### src/hdl/fibmp_pkg.sv
// Shared constants, types and helper functions for the Fibonacci modular power block.
package fibmp_pkg;

    // Field and datapath widths
    localparam int unsigned VAL_W  = 30;
    localparam int unsigned IDX_W  = 63;
    localparam int unsigned CNT_W  = 6;

    // Modulus and Barrett reduction constant floor(2^60 / P)
    localparam logic [VAL_W-1:0] PRIME     = 30'd1000000007;
    localparam logic [31:0]      PRIME_X2  = 32'd2000000014;
    localparam logic [60:0]      TWO_60    = 61'd1 << 60;
    localparam logic [30:0]      BARRETT_M = 31'(TWO_60 / 61'(PRIME));

    // Index of the top bit of n, first bit processed
    localparam logic [CNT_W-1:0] TOP_BIT = CNT_W'(IDX_W - 1);

    // Sequencer states
    typedef enum logic [2:0] {
        ST_IDLE,
        ST_PREP,
        ST_ISSUE,
        ST_WAIT,
        ST_COMB,
        ST_FINISH
    } fibmp_state_t;

    // Product slots issued per index bit
    typedef enum logic [1:0] {
        PROD_BB,
        PROD_CC,
        PROD_BS
    } fibmp_prod_t;

    // Multiplier request and response
    typedef struct packed {
        logic             valid;
        logic [VAL_W-1:0] a;
        logic [VAL_W-1:0] b;
    } fibmp_mul_req_t;

    typedef struct packed {
        logic             valid;
        logic [VAL_W-1:0] r;
    } fibmp_mul_rsp_t;

    // Reduce a value below 3*P into 0..P-1
    function automatic logic [VAL_W-1:0] mod_reduce3(input logic [31:0] v);
        logic [31:0] res;
        if (v >= PRIME_X2) begin
            res = v - PRIME_X2;
        end else if (v >= 32'(PRIME)) begin
            res = v - 32'(PRIME);
        end else begin
            res = v;
        end
        return res[VAL_W-1:0];
    endfunction

endpackage

### src/hdl/fibonacci_mod_matrix_power_top.sv
// Top level: Fibonacci F(n+1) mod 1000000007 by fast doubling on a shared modular multiplier.
//
// Each input item carries a 63-bit index n; one result item returns F(n+1) mod 1000000007.
// The block walks all 63 bits of n from the top, keeping the pair (F(k), F(k+1)) of the
// matrix power. Each bit takes a prepare state, three modular products issued back to back
// into one five-stage multiplier, a wait on the last product, and a combine state. An item
// is taken only after the result of the previous one has moved to the output register.
// s_tready is high only while the block is idle; the finished result sits in an output
// register so the next item can be taken while it waits on m_tready.
module fibonacci_mod_matrix_power_top (
    input  logic        aclk,
    input  logic        aresetn,
    input  logic        s_tvalid,
    output logic        s_tready,
    input  logic [63:0] s_tdata,   // [62:0] index_n, [63] zero
    output logic        m_tvalid,
    input  logic        m_tready,
    output logic [31:0] m_tdata    // [29:0] fib_value, [31:30] zero
);

    localparam int unsigned VW = fibmp_pkg::VAL_W;

    fibmp_pkg::fibmp_state_t   state_reg, state_next;
    logic [fibmp_pkg::IDX_W-1:0] n_reg, n_next;
    logic [fibmp_pkg::CNT_W-1:0] bit_cnt_reg, bit_cnt_next;
    logic [VW-1:0] b_reg, b_next;
    logic [VW-1:0] c_reg, c_next;
    logic [VW-1:0] s_reg, s_next;
    logic [1:0]    issue_cnt_reg, issue_cnt_next;
    logic [1:0]    recv_cnt_reg, recv_cnt_next;
    logic [VW-1:0] bb_reg, cc_reg, bs_reg;
    logic          out_valid_reg, out_valid_next;
    logic [VW-1:0] out_data_reg, out_data_next;
    logic [VW-1:0] sq_sum;

    fibmp_pkg::fibmp_mul_req_t mul_req;
    fibmp_pkg::fibmp_mul_rsp_t mul_rsp;

    fibmp_modmul u_modmul (
        .aclk    (aclk),
        .aresetn (aresetn),
        .req     (mul_req),
        .rsp     (mul_rsp)
    );

    // F(2k+1) = F(k)^2 + F(k+1)^2
    assign sq_sum = fibmp_pkg::mod_reduce3(32'(bb_reg) + 32'(cc_reg));

    // Control registers
    always_ff @(posedge aclk) begin
        if (!aresetn) begin
            state_reg     <= fibmp_pkg::ST_IDLE;
            out_valid_reg <= 1'b0;
            issue_cnt_reg <= '0;
            recv_cnt_reg  <= '0;
            bit_cnt_reg   <= '0;
        end else begin
            state_reg     <= state_next;
            out_valid_reg <= out_valid_next;
            issue_cnt_reg <= issue_cnt_next;
            recv_cnt_reg  <= recv_cnt_next;
            bit_cnt_reg   <= bit_cnt_next;
        end
    end

    // Payload registers
    always_ff @(posedge aclk) begin
        n_reg        <= n_next;
        b_reg        <= b_next;
        c_reg        <= c_next;
        s_reg        <= s_next;
        out_data_reg <= out_data_next;
        if (mul_rsp.valid) begin
            case (fibmp_pkg::fibmp_prod_t'(recv_cnt_reg))
                fibmp_pkg::PROD_BB: bb_reg <= mul_rsp.r;
                fibmp_pkg::PROD_CC: cc_reg <= mul_rsp.r;
                default:            bs_reg <= mul_rsp.r;
            endcase
        end
    end

    // Sequencer
    always_comb begin
        state_next     = state_reg;
        n_next         = n_reg;
        bit_cnt_next   = bit_cnt_reg;
        b_next         = b_reg;
        c_next         = c_reg;
        s_next         = s_reg;
        issue_cnt_next = issue_cnt_reg;
        recv_cnt_next  = mul_rsp.valid ? recv_cnt_reg + 2'd1 : recv_cnt_reg;
        out_valid_next = out_valid_reg && !m_tready;
        out_data_next  = out_data_reg;
        s_tready       = 1'b0;
        mul_req.valid  = 1'b0;
        mul_req.a      = b_reg;
        mul_req.b      = b_reg;

        case (state_reg)
            fibmp_pkg::ST_IDLE: begin
                s_tready = 1'b1;
                if (s_tvalid) begin
                    n_next       = s_tdata[fibmp_pkg::IDX_W-1:0];
                    b_next       = '0;
                    c_next       = VW'(1);
                    bit_cnt_next = fibmp_pkg::TOP_BIT;
                    state_next   = fibmp_pkg::ST_PREP;
                end
            end
            fibmp_pkg::ST_PREP: begin
                // 2*F(k+1) - F(k), kept positive by adding P
                s_next = fibmp_pkg::mod_reduce3({c_reg, 1'b0} + 32'(fibmp_pkg::PRIME)
                                                - 32'(b_reg));
                issue_cnt_next = '0;
                recv_cnt_next  = '0;
                state_next     = fibmp_pkg::ST_ISSUE;
            end
            fibmp_pkg::ST_ISSUE: begin
                mul_req.valid = 1'b1;
                case (fibmp_pkg::fibmp_prod_t'(issue_cnt_reg))
                    fibmp_pkg::PROD_BB: begin
                        mul_req.a = b_reg;
                        mul_req.b = b_reg;
                    end
                    fibmp_pkg::PROD_CC: begin
                        mul_req.a = c_reg;
                        mul_req.b = c_reg;
                    end
                    default: begin
                        mul_req.a = b_reg;
                        mul_req.b = s_reg;
                    end
                endcase
                issue_cnt_next = issue_cnt_reg + 2'd1;
                if (fibmp_pkg::fibmp_prod_t'(issue_cnt_reg) == fibmp_pkg::PROD_BS) begin
                    state_next = fibmp_pkg::ST_WAIT;
                end
            end
            fibmp_pkg::ST_WAIT: begin
                if (mul_rsp.valid &&
                    fibmp_pkg::fibmp_prod_t'(recv_cnt_reg) == fibmp_pkg::PROD_BS) begin
                    state_next = fibmp_pkg::ST_COMB;
                end
            end
            fibmp_pkg::ST_COMB: begin
                // Doubling step, then one step forward when the index bit is set
                if (n_reg[fibmp_pkg::IDX_W-1]) begin
                    b_next = sq_sum;
                    c_next = fibmp_pkg::mod_reduce3(32'(bs_reg) + 32'(sq_sum));
                end else begin
                    b_next = bs_reg;
                    c_next = sq_sum;
                end
                n_next = n_reg << 1;
                if (bit_cnt_reg == '0) begin
                    state_next = fibmp_pkg::ST_FINISH;
                end else begin
                    bit_cnt_next = bit_cnt_reg - 1'b1;
                    state_next   = fibmp_pkg::ST_PREP;
                end
            end
            fibmp_pkg::ST_FINISH: begin
                if (!out_valid_reg || m_tready) begin
                    out_valid_next = 1'b1;
                    out_data_next  = c_reg;
                    state_next     = fibmp_pkg::ST_IDLE;
                end
            end
            default: begin
                state_next = fibmp_pkg::ST_IDLE;
            end
        endcase
    end

    assign m_tvalid = out_valid_reg;
    assign m_tdata  = {2'b00, out_data_reg};

endmodule

### src/hdl/fibmp_modmul.sv
// Five-stage pipelined modular multiplier (a*b mod P) using Barrett reduction.
module fibmp_modmul (
    input  logic                    aclk,
    input  logic                    aresetn,
    input  fibmp_pkg::fibmp_mul_req_t req,
    output fibmp_pkg::fibmp_mul_rsp_t rsp
);

    logic [4:0]  vld_reg;
    logic [59:0] x_reg;
    logic [61:0] t_reg;
    logic [31:0] xlo2_reg;
    logic [31:0] xlo3_reg;
    logic [31:0] qp_reg;
    logic [31:0] r_reg;
    logic [fibmp_pkg::VAL_W-1:0] res_reg;
    logic [60:0] qp_full;

    // Quotient estimate times modulus; only the low word matters for the remainder
    assign qp_full = 61'(t_reg[61:31]) * 61'(fibmp_pkg::PRIME);

    // Stage valid bits
    always_ff @(posedge aclk) begin
        if (!aresetn) begin
            vld_reg <= '0;
        end else begin
            vld_reg <= {vld_reg[3:0], req.valid};
        end
    end

    // Datapath: product, quotient estimate, q*P, raw remainder, final correction
    always_ff @(posedge aclk) begin
        x_reg    <= 60'(req.a) * 60'(req.b);
        t_reg    <= 62'(x_reg[59:29]) * 62'(fibmp_pkg::BARRETT_M);
        xlo2_reg <= x_reg[31:0];
        qp_reg   <= qp_full[31:0];
        xlo3_reg <= xlo2_reg;
        r_reg    <= xlo3_reg - qp_reg;
        res_reg  <= fibmp_pkg::mod_reduce3(r_reg);
    end

    assign rsp.valid = vld_reg[4];
    assign rsp.r     = res_reg;

endmodule

### config.mk
export PLATFORM = sky130hd
export DESIGN_NAME = fibonacci_mod_matrix_power_top
export DESIGN_NICKNAME = d
export VERILOG_FILES = /design/src/hdl/fibmp_pkg.sv /design/src/hdl/fibonacci_mod_matrix_power_top.sv /design/src/hdl/fibmp_modmul.sv
export SDC_FILE = /design/constraint.sdc
export NUM_CORES = 2
export LEC_CHECK = 0
export ABC_CLOCK_PERIOD_IN_PS = 9100
export BUFFER_PORTS_ARGS = -buffer_cell sky130_fd_sc_hd__buf_2
export CAP_MARGIN = 20
export CORE_MARGIN = 8
export CORE_UTILIZATION = 50
export CTS_CLUSTER_DIAMETER = 120
export CTS_CLUSTER_SIZE = 30
export DETAILED_ROUTE_END_ITERATION = 7
export HOLD_SLACK_MARGIN = 0.06
export PLACE_DENSITY_LB_ADDON = 0.08
export SETUP_SLACK_MARGIN = 0.3
export SLEW_MARGIN = 15
export SYNTH_ARGS = -nofsm -noshare
export SYNTH_HDL_FRONTEND = slang
export SYNTH_HIERARCHICAL = 1
export SYNTH_SLANG_ARGS = --single-unit
export TNS_END_PERCENT = 100
### constraint.sdc
create_clock -name aclk -period 9.1 [get_ports aclk]
set_input_delay 0.455 -clock aclk [delete_from_list [all_inputs] [get_ports aclk]]
set_output_delay 0.455 -clock aclk [all_outputs]
set_load 0.005 [all_outputs]
### Word-level counts from Yosys, hierarchy flattened

Cells that the tools add are included.

* input bits: 68
* output and inout port bits: 34
* bits in registers: 569

* mux-type cells: 31
* bitwise operators: 2
* $lt $le $gt $ge: 8
* multiply operators: 3
* $add $sub $neg: 16
* reduce and logical (&&, ||, !) cells: 20
* eq/ne operators: 14

Operator list (count)
* 30-bit 2-to-1 mux: 12
* 30-bit subtractor (second input constant): 8
* 63-bit one-hot mux with 2 select lines: 1
* 30-bit one-hot mux with 2 select lines: 2
* 60-bit one-hot mux with 2 select lines: 1
* 32-bit by 30-bit >= comparator with 1-bit output (second input constant): 2
* 32-bit by 31-bit >= comparator with 1-bit output (second input constant): 2
* 63-bit 2-to-1 mux: 1
* 30-bit by 30-bit adder with 31-bit output: 2
* 31-bit by 30-bit >= comparator with 1-bit output (second input constant): 2
* 31-bit >= comparator (second input constant): 2
* 61-bit 2-to-1 mux: 1
* 30-bit by 30-bit multiplier with 60-bit output: 1
* 31-bit by 28-bit multiplier with 59-bit output (second input constant): 1
* 31-bit by 30-bit adder with 32-bit output (second input constant): 1
* 31-bit by 30-bit multiplier with 32-bit output (second input constant): 1
* 32-bit by 30-bit subtractor with 32-bit output: 1
* 32-bit subtractor: 1
* 3-bit one-hot mux with 6 select lines: 1
* 3-bit 2-to-1 mux: 5
* 6-bit 2-to-1 mux: 2
* 6-bit one-hot mux with 2 select lines: 1
* 2-bit != test (second input constant): 5
* 2-bit AND reduction: 5
* other kinds (20): 33

### Depth between registers and ports, before layout

* word-level depth: 10
* depth in mapped cells: 36
* depth with buffers taken out: 32

### Hierarchy

Netlist, hierarchy kept.

Modules (own cells, without submodules)
* fibmp_modmul: area an instance 57192.4 um^2, instances 1, cells an instance 5886
* fibonacci_mod_matrix_power_top: area an instance 22313.9 um^2, instances 1, cells an instance 2478

### Worst setup path before layout

OpenSTA, ideal clock, no wires.

* kind: flip-flop to flip-flop
* start point: reg state_reg[1]
* end point: reg u_modmul.x_reg[59]
* cell stages (with the launch flop): 34
* arrival: 8776 ps
* setup time: 127 ps
* data required time: 8973 ps
* slack: 197 ps
* period minus slack after synthesis: 8903 ps
* buffers on the path: 4
* path through: dfxtp_1 -> clkbuf_1 -> nand2b_1 -> or2_2 -> clkbuf_1 -> or3_1 -> clkbuf_1 -> a22o_1 -> clkbuf_1 -> and2_1 -> fa_1 -> inv_1 -> fa_1 -> inv_1 -> fa_1 -> fa_1 -> fa_1 -> fa_1 -> fa_1 -> inv_1 -> fa_1 -> inv_1 -> ha_1 -> a21o_1 -> a21o_1 -> a21o_1 -> a31o_2 -> a32oi_1 -> nand3_1 -> a21oi_1 -> o31ai_1 -> a41o_1 -> nor4_1 -> nor3_1

RTL lines
* start, declared: line fibonacci_mod_matrix_power_top.sv:23 `fibmp_pkg::fibmp_state_t state_reg, state_next;`
* start signal, assigned: line fibonacci_mod_matrix_power_top.sv:52 `state_reg <= fibmp_pkg::ST_IDLE;`
* start signal, assigned: line fibonacci_mod_matrix_power_top.sv:58 `state_reg <= state_next;`
* end signal, assigned: line fibmp_modmul.sv:33 `x_reg <= 60'(req.a) * 60'(req.b);`
* end, declared: line fibmp_modmul.sv:10 `logic [59:0] x_reg;`

==> results_dict.tcl <==
set metrics [dict create \
    gp_congestion 0.982 \
    crit_fanout 8 \
    finClkSkew_ps 34.3 \
    grt_usage_pct 29.0 \
    topRoutingLayerUsed "met5" \
    largest_reg_flops 63 \
    ys.flop_type "edfxtp_1" \
    grt-ovfl-total 0 \
    yosys_warnings 6 \
    hold_class "input pin to register" \
    cts_root_buf "clkbuf_16" \
    core-area_mm2 0.158 \
    dr_wl_met3_um 16400 \
    synthXorXnorAreaFrac_pct 3.51 \
    cp-startpoint "state_reg[2]" \
    avgViaCountPerCell 5.59 \
    yosys.area.top_type "fa_1" \
    antenna_left 0 \
    async_flop_share_pct 0 \
    portBuffers 98 \
    final_cell_mix "1607 x inv_1, 1161 x fa_1, 888 x ha_1" \
    antenna_found_initial 24 \
    ys_top_cells_by_area "fa_1 31%, ha_1 15%, edfxtp_1 10%" \
    die_height_um 415 \
    route.detailed.drc 0 \
    regToRegStartpoint "state_reg[2]" \
    yosys.cell_types.count 126 \
    yosys.area_share.simple_pct 13.4 \
    drt_iter0_markers 4610 \
    crit_path_start_kind "register" \
    cp_common_cell "fa_1" \
    clk_pin_slew_ps 110 \
    ctsHtreeMaxLevel 1 \
    clock.fmax_ghz 0.114 \
    final_nets 11100 \
    finalHoldViolCount 0 \
    grt_pass1_wl_um 386000 \
    max_stage_delay_ps 580 \
    reg2reg_setup_slack_ps 340 \
    finalCriticalPeriod_ps 8760 \
    firstDrtPassIters 6 \
    grt_start_max_net_pins 73 \
    path_buf_inv 11 \
    numCtsBuffers 25 \
    syn_area_mm2 0.0795 \
    yosysSeqAreaShare_pct 17.1 \
    syn_inst 8364 \
    synth_edf_count 273 \
    m1WireLength_um 113000 \
    final_common_cell "inv_1" \
    slew_headroom_pct 19.9 \
    ios 102 \
    hold-path-endpoint "n_reg[45]" \
    wl_met2_um 116000 \
    worstHoldStart "s_tdata[45]" \
    rows 146 \
    finalCritPeriodShare_pct 96.3 \
    maxSlewViolCount 0 \
    rsz0062_at_grt "true" \
    r2r-end "u_modmul/x_reg[52]" \
    synth_compound_area_share_pct 10.9 \
    cts_sinks 541 \
    muxShareOfSynthArea_pct 0.353 \
    dieArea_mm2 0.172 \
    cts_tree "built" \
    ys_ff_latch 541 \
    worstPathArrival_ps 9270 \
    end_kind "register" \
    status "finished clean" \
    synth_top_family_by_area "adder cells" \
    clk_latency_ps 640 \
    clock_path_buffers 3 \
    min_delay_path_depth 3 \
    syn_avg_cell_area_um2 9.51 \
    grt_pass1_vias 63100 \
    area_growth_pct 14.3 \
    setup_viol 0 \
    maxCapViolations 0 \
    wl_per_cell_um 23.3 \
    wl_um 256000 \
    synth_top_area_share_pct 30.9 \
    cpLargestDelayFamily "adder cells" \
    num_vias 61400 \
    layout-drive-gt1-share_pct 14.0 \
    r2r_cells 35 \
    tightest_slew_ps 1200 \
    crit_required_ps 9610 \
    cp_slowest_cell "fa_1" \
    yosys.area_share.adder_pct 45.5 \
    hpwl_um 212000 \
    dp_cells 10800 \
    critPathKind "register to register" \
    initial_utilization_pct 50.3 \
    die_x_um 415 \
    final_cell_count_no_fill 11000 \
]
==> worst min-delay path, delay by kind of cell <==
family	cells	cell delay (ps)
simple gates	2	110
buf+inv	1	70
==> metrics by stage <==
stage / setup slack [ps] / util [%] / cell area [um^2] / hold slack (ps) / TNS [ps]
6_report: 341 / 57.5 / 90900 / 97.3 / 0
5_1_grt: 130 / 57.4 / 90900 / 77.9 / 0
4_1_cts: 188 / 56.0 / 88500 / 60.5 / 0
3_5_place_dp: -319 / 55.0 / 87000 / 312 / -772
3_3_place_gp: -203 / 55.0 / 87000 / 312 / -368
2_1_floorplan: 306 / - / 79500 / 310 / 0
==> repair_timing <==
action	4_1_cts	5_1_grt
setup buffers	4	49
hold buffers	45	0
cloned	2	15
hold endpoints to repair	45	0
setup endpoints to repair	30	65
pin swaps	28	270
gates resized for setup	56	356
==> kinds of logic after synthesis <==
group                    after synthesis
AO/OA/AOI/OAI                       1243
XOR/XNOR                             317
adder cells (fa/ha/maj)             2157
buffers and inverters               1948
flip-flops                           541
multiplexers                          27
other                                  1
AND/OR/NAND/NOR                     2130
==> layer usage <==
metal  vias to the layer above  global-route usage, %
met4                        10                   9.83
met3                       430                   3.88
met1                     31100                   40.9
met2                      1905                   46.4
met5                         -                      0
li1                      27900                      -
==> synthesized netlist by cell type (51+ instances only) <==
library cell / number
a21o_1: 115
xnor2_1: 234
o21ai_0: 217
ha_1: 930
fa_1: 1227
edfxtp_1: 273
nor3_1: 63
clkbuf_1: 264
xor2_1: 81
dfxtp_1: 268
and2_1: 575
nor2_1: 242
a211oi_1: 51
inv_1: 1633
nand2_1: 858
a21oi_1: 299
nand3_1: 94
==> final cells by class <==
cell class              count  area [um^2]
well taps                2072         2590
diodes                     12         30.0
clock inverters            11          146
clock buffers              34          659
multi-input cells        5876        60200
fillers                 14000        67300
flip-flops and latches    541        13600
repair buffers            803         7570
inverters                1635         6140
==> worst max-delay path by stage <==
stage                               endpoint  slack [ps]  cells past startpoint
final                     u_modmul/x_reg[52]         340                     35
after global routing      u_modmul/x_reg[56]         130                     33
after CTS                 u_modmul/x_reg[56]         190                     36
after detailed placement  u_modmul/x_reg[41]        -320                     35
after global placement    u_modmul/x_reg[41]        -200                     35
after floorplan           u_modmul/x_reg[59]         310                     33
Power is not shown: default switching activity piles up to over one toggle a cycle in this logic, so the estimate is an artifact.
